### src/hdl/rkbc_pkg.sv
`timescale 1ns / 1ps
// ----------------------------------------------------------------------------
// rkbc_pkg: shared definitions for the repeating-key byte cipher
// Key store geometry, operation codes and the mod-255 byte arithmetic.
// ----------------------------------------------------------------------------
package rkbc_pkg;

  // Key store geometry
  localparam int KEY_DEPTH = 64;
  localparam int KEY_AW    = (KEY_DEPTH > 1) ? $clog2(KEY_DEPTH) : 1;
  localparam int KEY_LW    = $clog2(KEY_DEPTH + 1);

  // Field widths
  localparam int BYTE_W = 8;
  localparam int OP_W   = 2;

  // Operation codes
  localparam logic [OP_W-1:0] OP_LOAD    = 2'd0;
  localparam logic [OP_W-1:0] OP_ENCRYPT = 2'd1;
  localparam logic [OP_W-1:0] OP_DECRYPT = 2'd2;
  localparam logic [OP_W-1:0] OP_UNUSED  = 2'd3;

  // Modulus of the byte arithmetic
  localparam logic [BYTE_W:0] BYTE_MOD = 9'd255;

  // Add or subtract one key byte, folding the result back into 1..255
  function automatic logic [BYTE_W-1:0] rkbc_cipher(
    input logic [BYTE_W-1:0] d,
    input logic [BYTE_W-1:0] k,
    input logic              enc
  );
    logic [BYTE_W:0] acc;
    acc = '0;
    if (enc) begin
      acc = {1'b0, d} + {1'b0, k};
      if (acc > {1'b0, 8'hFF}) begin
        acc = acc - BYTE_MOD;
      end
    end else begin
      if (d <= k) begin
        acc = {1'b0, d} + BYTE_MOD - {1'b0, k};
      end else begin
        acc = {1'b0, d} - {1'b0, k};
      end
    end
    return acc[BYTE_W-1:0];
  endfunction

endpackage

### src/hdl/rkbc_key_ram.sv
`timescale 1ns / 1ps
// ----------------------------------------------------------------------------
// rkbc_key_ram: key store memory
// One write port and one read port; read data is registered and holds while
// the read enable is low.
// ----------------------------------------------------------------------------
module rkbc_key_ram #(
  parameter int DEPTH = 64,
  parameter int WIDTH = 8,
  parameter int AW    = (DEPTH > 1) ? $clog2(DEPTH) : 1
) (
  input  logic             clk,
  input  logic             wr_en,
  input  logic [AW-1:0]    wr_addr,
  input  logic [WIDTH-1:0] wr_data,
  input  logic             rd_en,
  input  logic [AW-1:0]    rd_addr,
  output logic [WIDTH-1:0] rd_data
);

  logic [WIDTH-1:0] mem [DEPTH];

  // Write one entry
  always_ff @(posedge clk) begin
    if (wr_en) begin
      mem[wr_addr] <= wr_data;
    end
  end

  // Read one entry, hold the last value otherwise
  always_ff @(posedge clk) begin
    if (rd_en) begin
      rd_data <= mem[rd_addr];
    end
  end

endmodule

### src/hdl/repeating_key_byte_cipher.sv
`timescale 1ns / 1ps
// ----------------------------------------------------------------------------
// repeating_key_byte_cipher: repeating-key byte cipher over 1..255
// Loads a key into a store and encrypts or decrypts a byte stream with it.
// ----------------------------------------------------------------------------
// Usage:
//   Input channel (in_valid / in_stall) carries one item per accepted edge:
//   an operation, a byte and a last flag. A load item writes the next key
//   byte; a load item with last set fixes the key length and rewinds the key
//   position. Encrypt and decrypt items each give one result item on the
//   output channel (out_valid / out_stall); load and unused codes give none.
//   An accepted item passes through the middle stage, where the synchronous
//   key store read completes, and then the output register, which takes the
//   add or subtract result. Throughput is one item per cycle while the
//   receiver does not stall, set by the single key store read port and
//   the arithmetic stage ahead of the output register.
//   When the receiver stalls, the output register holds its item; the middle
//   stage then fills and in_stall rises in the same cycle, so no item is lost.
//   Reset clears the key length, key position, load position and all valid
//   flags. The key store itself is not cleared; only loaded entries affect results.
// ----------------------------------------------------------------------------
module repeating_key_byte_cipher
  import rkbc_pkg::*;
(
  input  logic              clk,
  input  logic              rst_n,
  input  logic              in_valid,
  output logic              in_stall,
  input  logic [OP_W-1:0]   in_operation,
  input  logic [BYTE_W-1:0] in_data_byte,
  input  logic              in_last,
  output logic              out_valid,
  input  logic              out_stall,
  output logic [BYTE_W-1:0] out_result_byte,
  output logic              out_last_out
);

  // Key state
  logic [KEY_LW-1:0] key_length_r, key_length_nxt;
  logic [KEY_AW-1:0] key_position_r, key_position_nxt;
  logic [KEY_LW-1:0] load_position_r, load_position_nxt;

  // Middle stage (key read in flight)
  logic              s1_valid_r, s1_valid_nxt;
  logic              s1_enc_r;
  logic              s1_bypass_r;
  logic [BYTE_W-1:0] s1_data_r;
  logic              s1_last_r;

  // Output register
  logic              out_valid_r, out_valid_nxt;
  logic [BYTE_W-1:0] out_result_r;
  logic              out_last_r;

  // Handshake and decode
  logic              accept;
  logic              is_load;
  logic              is_data;
  logic              out_free;
  logic              s1_ready;
  logic              s1_move;
  logic              load_ok;
  logic [KEY_LW-1:0] load_inc;
  logic [KEY_LW-1:0] pos_inc;
  logic              pos_wrap;
  logic              ram_wr_en;
  logic [BYTE_W-1:0] key_byte;
  logic [BYTE_W-1:0] s1_result;

  assign is_load  = (in_operation == OP_LOAD);
  assign is_data  = (in_operation == OP_ENCRYPT) || (in_operation == OP_DECRYPT);
  assign out_free = !out_valid_r || !out_stall;
  assign s1_ready = !s1_valid_r || out_free;
  assign s1_move  = s1_valid_r && out_free;
  assign in_stall = !s1_ready;
  assign accept   = in_valid && s1_ready;

  // Step the load and key positions
  assign load_ok   = (load_position_r < KEY_LW'(KEY_DEPTH));
  assign load_inc  = load_position_r + KEY_LW'(1);
  assign pos_inc   = KEY_LW'(key_position_r) + KEY_LW'(1);
  assign pos_wrap  = in_last || (pos_inc >= key_length_r);
  assign ram_wr_en = accept && is_load && load_ok;

  always_comb begin
    key_length_nxt    = key_length_r;
    key_position_nxt  = key_position_r;
    load_position_nxt = load_position_r;
    if (accept) begin
      case (in_operation)
        OP_LOAD: begin
          if (in_last) begin
            key_length_nxt    = load_ok ? load_inc : load_position_r;
            load_position_nxt = '0;
            key_position_nxt  = '0;
          end else if (load_ok) begin
            load_position_nxt = load_inc;
          end
        end
        OP_ENCRYPT, OP_DECRYPT: begin
          key_position_nxt = pos_wrap ? '0 : pos_inc[KEY_AW-1:0];
        end
        default: begin
        end
      endcase
    end
  end

  // Key store: write on load, read at the key position on data items
  rkbc_key_ram #(
    .DEPTH (KEY_DEPTH),
    .WIDTH (BYTE_W)
  ) u_key_ram (
    .clk     (clk),
    .wr_en   (ram_wr_en),
    .wr_addr (load_position_r[KEY_AW-1:0]),
    .wr_data (in_data_byte),
    .rd_en   (accept && is_data),
    .rd_addr (key_position_r),
    .rd_data (key_byte)
  );

  // Advance the middle stage
  always_comb begin
    s1_valid_nxt = s1_valid_r;
    if (s1_ready) begin
      s1_valid_nxt = accept && is_data;
    end
  end

  // Apply the key byte
  assign s1_result = s1_bypass_r ? s1_data_r : rkbc_cipher(s1_data_r, key_byte, s1_enc_r);

  // Load or drop the output item
  always_comb begin
    out_valid_nxt = out_valid_r;
    if (out_free) begin
      out_valid_nxt = s1_move;
    end
  end

  // Control registers
  always_ff @(posedge clk) begin
    if (!rst_n) begin
      key_length_r    <= '0;
      key_position_r  <= '0;
      load_position_r <= '0;
      s1_valid_r      <= 1'b0;
      out_valid_r     <= 1'b0;
    end else begin
      key_length_r    <= key_length_nxt;
      key_position_r  <= key_position_nxt;
      load_position_r <= load_position_nxt;
      s1_valid_r      <= s1_valid_nxt;
      out_valid_r     <= out_valid_nxt;
    end
  end

  // Payload registers
  always_ff @(posedge clk) begin
    if (accept) begin
      s1_enc_r    <= (in_operation == OP_ENCRYPT);
      s1_bypass_r <= (key_length_r == '0);
      s1_data_r   <= in_data_byte;
      s1_last_r   <= in_last;
    end
    if (s1_move) begin
      out_result_r <= s1_result;
      out_last_r   <= s1_last_r;
    end
  end

  assign out_valid       = out_valid_r;
  assign out_result_byte = out_result_r;
  assign out_last_out    = out_last_r;

`ifndef SYNTHESIS
  // A full middle stage behind a stalled output must stall the input
  a_stall_chain: assert property (@(posedge clk) disable iff (!rst_n)
    (s1_valid_r && out_valid_r && out_stall) |-> in_stall)
    else $error("middle stage overrun while output stalled");

  // The key position stays inside the loaded key
  a_pos_range: assert property (@(posedge clk) disable iff (!rst_n)
    (key_length_r == '0) || (KEY_LW'(key_position_r) < key_length_r))
    else $error("key position outside key length");

  // A final key byte rewinds both positions
  a_load_rewind: assert property (@(posedge clk) disable iff (!rst_n)
    (in_valid && !in_stall && in_operation == OP_LOAD && in_last)
      |=> (key_position_r == '0 && load_position_r == '0 && key_length_r != '0))
    else $error("final key byte did not rewind positions");

  // A data item sits in the middle stage in the cycle after acceptance
  a_latency: assert property (@(posedge clk) disable iff (!rst_n)
    (in_valid && !in_stall && (in_operation == OP_ENCRYPT || in_operation == OP_DECRYPT))
      |=> s1_valid_r)
    else $error("data item lost in middle stage");
`endif

endmodule
### config.mk
export PLATFORM = sky130hd
export DESIGN_NAME = repeating_key_byte_cipher
export DESIGN_NICKNAME = d
export VERILOG_FILES = /design/src/hdl/rkbc_pkg.sv /design/src/hdl/rkbc_key_ram.sv /design/src/hdl/repeating_key_byte_cipher.sv
export SDC_FILE = /design/constraint.sdc
export NUM_CORES = 1
export LEC_CHECK = 0
export ABC_AREA = 0
export BUFFER_PORTS_ARGS = -buffer_cell sky130_fd_sc_hd__buf_4
export CAP_MARGIN = 30
export CORE_ASPECT_RATIO = 1.1
export CORE_MARGIN = 2
export CORE_UTILIZATION = 35
export DETAILED_ROUTE_END_ITERATION = 8
export PLACE_DENSITY_LB_ADDON = 0.25
export SETUP_SLACK_MARGIN = 0.5
export SYNTH_ARGS = -nofsm -noshare
export SYNTH_HDL_FRONTEND = slang
export SYNTH_SLANG_ARGS = --single-unit
### constraint.sdc
create_clock -name clk -period 3.74 [get_ports clk]
set_input_delay 0.187 -clock clk [delete_from_list [all_inputs] [get_ports clk]]
set_output_delay 0.187 -clock clk [all_outputs]
set_load 0.02 [all_outputs]
==> summary by stage, run 1 <==
Status
The run finished with clean final reports.

CTS
The worst-skew pair later-pin latency is about 600 ps. The number of buffers added by the clock tree synthesis step is 57. The clock root buffer is clkbuf_16. Clock-pin slew was measured on the worst setup and hold paths at approximately 70 ps. The clock tree from TritonCTS is built.

The clock passes through at most 3 buffers. The deepest level of the CTS H-tree is 2. The count of clock tree sinks is ~560.

Timing
The final worst-path setup slack is between 400 and 500 ps. The share of the clock period used by the worst path after layout is 0.8889. The total count of max-transition violations in the final report is 0. The number of hold violations in the final report is 0. The transition time of the tightest slew-check pin is just under 800 ps. The highest clock rate is 300.8 MHz.

Setup repair after global routing could not meet its margin everywhere. The setup total negative slack is 0 ps. For the finished layout, the period the worst path requires is 3324 ps.

The total setup violations reported at the end of the flow is 0. The tightest slew margin relative to the limit is 0.4863. The clock arrives with ~24 ps of skew.

Synthesis
Counting flops with an async set or reset pin after synthesis yields a share of 0. The synthesized netlist occupies a cell area of approximately 0.023 mm^2. The synthesized design contains 540 enable-type register cells. The synthesis-stage register bit count is roughly 560. The most used flip-flop cell after synthesis is edfxtp_1. Synthesis produced approximately 1.2k cells. The proportion of synthesized chip area in sequential cells is 0.7183. Yosys printed 0 warnings. The number of nets handed over by synthesis was around 1.2k. Each instance of the synthesized netlist takes up on average 19.49 um^2.

The distinct cell type count after synthesis is 65.

Place
The number of port buffers is 25. The final weighted congestion in routability-driven placement is between 0.7 and 0.8. The half-perimeter wire length of the detailed placement result is approximately 33000 um. The instance area at placement is 0.02508 mm^2. The number of placed instances, taps included is approximately 2.1k. Prior to clock tree synthesis, the placed netlist has a worst setup slack of approximately 250 ps.

Worst setup path
The critical path is of the reg -> reg type. At the worst endpoint, the required time is just over 4000 ps. The worst setup slack for register-to-register paths is 420 ps.

The maximum cell stage delay along the critical path is slightly below 500 ps. Traced cell by cell, the critical path runs through ha_4 > or3_4 > nor4_2 > a211oi_2 > a2111o_1 > nor4_4 > nor3_2 > or4b_1 > and3_1. The number of cells on the worst reg-to-reg path is 9. The cell with the biggest individual delay on the critical path is or4b_1. Along the worst path, the maximum fanout reaches 5. At the worst endpoint, the arrival time is 3690 ps. The worst setup path is captured at a flip-flop. The critical path startpoint category is a flip-flop.

Cells and area
The area growth from synthesis to final layout is 17.27%. The number of cells in the finished layout apart from fillers is 2237. The final standard cell area without fillers is 0.02719 mm^2.

The final-stage net count is approximately 1.4k. Once layout is complete, the utilization of the core stands at 0.4169. Of the cells placed in the final design, the portion with a size suffix greater than 1 is 0.3117.

Detailed routing
The total DRC errors in the routed layout is 0. In this run the remaining antenna-violating nets after routing total 0. The wire length reported by the detailed router is approximately 54000 um. The total via count in the routed design is around 12k. The first detailed-routing pass ran for 5 iterations. After detailed routing, the number of vias per cell comes to 5.237.

Dividing the detail-routed wire length by the instance count gives around 24 um. After the first detailed-routing iteration, the DRC count stood at 959.

Worst hold path
The path category of the worst min-delay check is in -> reg. The number of cells on the worst hold path is 3.

Global route
The wire length of the first global-routing pass is approximately 80000 um. The maximum number of pins on one net before global-route repair is 66. The combined global-route utilization of all metal layers is 0.1600. The total overflow left after global routing is 0. The via count of the first global-routing pass is roughly 12k. The initial antenna violation count is 0.

Power
The net switching fraction of the power is 0.2100. The internal portion of the total power is 10.33 mW. Of the total power, registers draw 0.531. The static leakage power is roughly 8.6 nW. IR analysis of the VDD net gives a maximum drop of 0.3015 mV.

The total power density per cell area is roughly 480 mW/mm^2. The clock network power share is 0.429. The net switching component of the power is between 2 and 3 mW. The combinational cell fraction of total power is 0.040.

Floorplanning
From bottom edge to top edge, the die measures around 270 um. The number of core rows is approximately 100. The initial core utilization is 0.3555. The full die area is 0.06833 mm^2. The area inside the core boundary is between 0.06 and 0.07 mm^2. The floorplan step set the die width to 249.4 um. 26 I/O pins were placed.

Flow run
The max capacitance violation total is 0.
## worst max-delay path: cells and delay by family (launching register included)
kind | cells | cell delay, ps
flops | 1 | 450
compound gates | 2 | 600
fa+ha+maj | 1 | 280
simple gates | 6 | 1750
## state kept, by name, indices dropped and copies added, names as in the netlist, 6 cells and up
name and cells:
key_length_r 7, key_position_r 6, load_position_r 7, out_result_byte 8, s1_data_r 8, u_key_ram.mem 512
u_key_ram.rd_data 8
## cell families (layout without fill, tap and decap cells)
| group | Yosys count | after routing | synth area share |
|---|---|---|---|
| mux | 172 | 172 | 0.1650 |
| simple gates | 222 | 222 | 0.04776 |
| xor+xnor | 15 | 15 | 0.005666 |
| flops | 562 | 562 | 0.7183 |
| fa+ha+maj | 32 | 32 | 0.01824 |
| buf+inv | 90 | 286 | 0.01527 |
| other cells | 0 | 1 | 0 |
| compound gates | 97 | 97 | 0.02973 |
## metrics by stage
step / power [mW] / hold slack, ps
final: 13.08 / 38.21
after CTS: 13.20 / 2.952
after detailed placement: 7.570 / 418.5
after global placement: 7.559 / 401.2
after global routing: 13.54 / 34.83
after floorplan: 7.351 / 285.9
## power by group through the flow
| stage | registers (mW) | logic, mW | clock network [mW] |
|---|---|---|---|
| 5_1_grt | 6.95 | 0.576 | 6.02 |
| 6_report | 6.95 | 0.524 | 5.61 |
| 4_1_cts | 6.95 | 0.497 | 5.75 |
| 3_3_place_gp | 7.08 | 0.479 | 0 |
| 3_5_place_dp | 7.08 | 0.488 | 0 |
| 2_1_floorplan | 7.08 | 0.276 | 0 |
## layer usage
metal	vias up	share of wire	track usage	routed length (um)
met4	0	0.016	0.03789	890
met3	62	0.041	0.02535	2201
met2	247	0.51	0.2725	27540
met5	-	0	0	0
met1	6231	0.43	0.2166	23440
li1	5175	-	-	-
## cells in the final DEF, fill, tap and decap left out, types with 6 or more instances in the layout
| master | count |
|---|---|
| a21boi_0 | 9 |
| a21o_1 | 6 |
| a21oi_1 | 16 |
| and2_1 | 7 |
| buf_12 | 7 |
| buf_4 | 137 |
| bufinv_16 | 6 |
| clkbuf_1 | 7 |
| clkbuf_16 | 57 |
| clkinv_1 | 13 |
| clkinv_2 | 12 |
| dfxtp_1 | 19 |
| edfxtp_1 | 540 |
| ha_1 | 25 |
| inv_1 | 29 |
| mux4_2 | 168 |
| nand2_1 | 40 |
| nand3_1 | 9 |
| nand3b_1 | 10 |
| nor2_1 | 85 |
| nor2b_1 | 15 |
| nor3_1 | 11 |
| o211a_1 | 6 |
| o21ai_0 | 17 |
| xnor2_1 | 10 |
## cell type report
class | instances | area (um^2)
Clock inverter | 42 | 379.1
Multi-Input combinational cell | 538 | 6280
Inverter | 29 | 108.9
Tap cell | 850 | 1064
Antenna cell | 1 | 2.502
Timing Repair Buffer | 151 | 1241
Fill cell | 5774 | 38040
Clock buffer | 64 | 1453
Sequential cell | 562 | 16660
## synthesized netlist by cell type (15+ instances only)
| master | number | area [um^2] |
|---|---|---|
| edfxtp_1 | 540 | 16220 |
| mux4_2 | 168 | 3784 |
| nor2_1 | 86 | 322.8 |
| clkbuf_1 | 40 | 150.1 |
| nand2_1 | 40 | 150.1 |
| ha_1 | 29 | 362.9 |
| inv_1 | 29 | 108.9 |
| dfxtp_1 | 22 | 440.4 |
| o21ai_0 | 18 | 90.09 |
| a21oi_1 | 16 | 80.08 |
| nor2b_1 | 15 | 93.84 |
## timing repair
action | 4_1_cts | 5_1_grt
buffers inserted | 4 | 13
endpoints found under the setup margin | 3 | 7
gates cloned | 0 | 0
resized for setup | 2 | 18
pin swaps | 3 | 7
hold buffers | 5 | 0
hold endpoints to repair | 24 | 0
## worst paths after layout
kind / startpoint / to
hold reg to reg: s1_last_r / out_last_out
hold / removal: in_operation[1] / s1_enc_r
setup / recovery: s1_data_r[5] / out_result_byte[2]
setup reg to reg: s1_data_r[5] / out_result_byte[2]
No activity file was read; power rests on OpenSTA's default activity.
==> run 2: changes to the inputs <==
Settings changed: SYNTH_HIERARCHICAL set to 1.
==> summary by stage, run 2 <==
Timing
The total setup violations reported at the end of the flow is 0. The setup total negative slack is 0 ps. Hold timing on the final database bottoms out at a slack of 97.02 ps. At the pin with the least slew margin, the transition time is just over 1000 ps. The minimum clock period after layout is 3048 ps. The highest clock rate is roughly 330 MHz. The total count of max-transition violations in the final report was 0.

Setup repair after global routing left no endpoint under its margin. The number of hold violations in the final report is 0. Once routing completed, OpenROAD measured the worst setup slack at 692.0 ps.

Dividing the final minimum period by the clock period gives 0.8150. Measured against its own limit, the worst slew margin works out to 0.3244. The worst clock skew on the final layout is about 24 ps.

Place
The congestion estimate from routability-driven global placement came to about 0.83. The half-perimeter wire length of the detailed placement result is 34020 um. Once placement completed, the tool counted placed cells totaling 2199.

Port buffering added 25 buffers. At the placement stage, the worst setup path has a slack of 667.8 ps.

Synthesis
Counting instances in the post-synthesis netlist gives the leading cell types as edfxtp_1, mux4_2, nor2_1. The cell type with the highest aggregate area in the netlist is edfxtp_1. The fraction of synthesis flops using an asynchronous set or reset pin is 0.

The number of synthesized flops with an enable pin is 540. The synthesis-stage register bit count is between 500 and 600. By area the synthesized netlist is led by edfxtp_1, mux4_2, dfxtp_1. The post-synth net total is 1346.

The most used flip-flop cell after synthesis is edfxtp_1. Counting every instance in the synthesized netlist gives between 1k and 1.5k. The count of yosys warnings during synthesis is 6. The synthesized cell area is ~0.024 mm^2. The share of synthesized area in the top cell type comes to 0.6892. The distinct cell type count after synthesis is 85. The share of the Yosys chip area taken by registers is 0.7079.

The cell with the most instances after synthesis is edfxtp_1. The average instance area after synthesis is approximately 18 um^2.

Detailed routing
Dividing the detail-routed via count by the number of cells gives roughly 5.3. In this run, the number of DRC markers left after iteration 0 of detailed routing was between 1k and 1.5k. The detail route stage leaves a number of antenna-violating nets equal to 0. The first-pass iteration count of the detailed router is 5.

The routed layout has 12.36k vias. After detailed routing, the number of remaining DRC violations is 0. The mean routed wirelength per cell is about 24 um. After detailed routing, the total wire length is 54870 um.

Cells and area
The number of cells in the finished layout apart from fillers is ~2.3k. In the final design database the tool counted ~1.5k nets. Compared with the post-synthesis result, the final layout area differs by 14.67%. Leaving out fill and tap cells, the most frequent cell in the layout is edfxtp_1. The register with the highest flop count is u_key_ram/mem.

In the layout the commonest cells are edfxtp_1, mux4_2, nor2_1, buf_4, clkbuf_16. 0 antenna diodes ended up in the layout. Of the cells placed in the final design, the portion with a size suffix greater than 1 is 0.2478.

The register with the most flip-flops in the layout has roughly 500 of them.

Flow run
The max capacitance violation total is 0.

Global route
For this run, the total global-route usage over all layers was measured as 0.1601. The initial antenna violation count is 1. The wire length of the first global-routing pass is ~80000 um. Entering global routing, the biggest net connects 66 pins. The global route total overflow is 0. The via count of the first global-routing pass is 12.68k.

Worst hold path
The path class of the tightest hold or removal check is in -> reg.

Worst setup path
The largest fanout of any net on the critical path is 27. The required time of the worst setup path is 4050 ps. By startpoint and endpoint, the worst setup path is classified as reg -> reg. The critical path arrival is around 3400 ps.

STA classifies the critical path endpoint as a flip-flop. The critical path startpoint category is a flip-flop.

Floorplanning
In this run the standard cell core region covers 0.06639 mm^2. Measured along the y axis, the die boundary spans 275.9 um. The total I/O pin count is 26. The initial core utilization is 0.3544. From left edge to right edge, the die measures about 250 um.

The number of core rows is 99. The full die area is ~0.069 mm^2.

CTS
The longest clock path from root to sink contains 3 buffers. The worst-skew pair later-pin latency is 640 ps. The H-tree was split into 2 levels. Counting the buffers created by CTS gives 59. The clock net in this run drives a total of 562 sinks. The clock slew at the register clock pins of the worst setup and hold paths is roughly 60 ps.

The clock tree from TritonCTS is built. The clock root buffer is clkbuf_16.

Power
Overall power consumption after layout is estimated at roughly 13 mW. The maximum resistive drop on vdd is approximately 0.36 mV. The analysis attributes to cell leakage a power of around 8.5 nW. In this run the power density over the cells is roughly 480 mW/mm^2.

Status
The flow ran to the end, and the final reports show no timing, DRC or antenna violations.
-- run 2: path summary, 6_finish.rpt --
kind	to	slack (ps)	depth (start not counted)	from
worst min register to register	out_last_out	420	0	s1_last_r
worst max-delay path	u_key_ram/rd_data[6]	690	6	key_position_r[0]
worst min-delay path	load_position_r[6]	100	4	in_valid
worst max register to register	u_key_ram/rd_data[6]	690	6	key_position_r[0]
-- run 2: critical path, stage by stage, from the launching register on --
cell and delay (ps):
dfxtp_4 690, buf_12 300, mux4_2 550, mux2_2 290
o221a_2 290, nor3_1 380, o32ai_1 200
-- run 2: power by group --
group,total (mW),switching (mW),internal [mW]
Sequential,6.95,0.0248,6.92
Combinational,0.503,0.319,0.184
Clock,5.55,2.44,3.12
-- run 2: area by class of cell --
class / count / area, um^2
Timing Repair Buffer: 112 / 915.9
Clock inverter: 38 / 306.5
Clock buffer: 72 / 1525
Sequential cell: 562 / 16670
Inverter: 36 / 135.1
Fill cell: 5968 / 39410
Tap cell: 858 / 1074
Multi-Input combinational cell: 637 / 6355
-- run 2: cell families after synthesis --
group	Yosys count	share of synthesized area
xor gates and xnor gates	14	0.006329
AOI/OAI and AO/OA	155	0.05010
and+or+nand+nor	268	0.05573
buffers and inverters	100	0.02271
DFF	562	0.7079
muxes	168	0.1392
adders and majority gates	32	0.01798
-- run 2: timing repair --
action                     4_1_cts  5_1_grt
setup endpoints to repair        0        4
resized for setup                0        4
hold endpoints to repair        19        0
hold buffers                     5        0
buffers inserted                 0        1
-- run 2: per-layer routing --
layer	GRT usage	wire length (um)	share of wire	vias to the layer above
li1	-	-	-	5466
met1	0.2095	23610	0.43	6506
met2	0.2754	27240	0.50	302
met3	0.02669	2421	0.044	87
met4	0.04872	1593	0.029	0
met5	0	0	0	-
-- run 2: through the flow --
| stage | util | instance area, um^2 |
|---|---|---|
| after floorplan | - | 23530 |
| after global placement | 0.3776 | 25070 |
| after detailed placement | 0.3776 | 25070 |
| after CTS | 0.4060 | 26950 |
| after global routing | 0.4064 | 26980 |
| final | 0.4064 | 26980 |
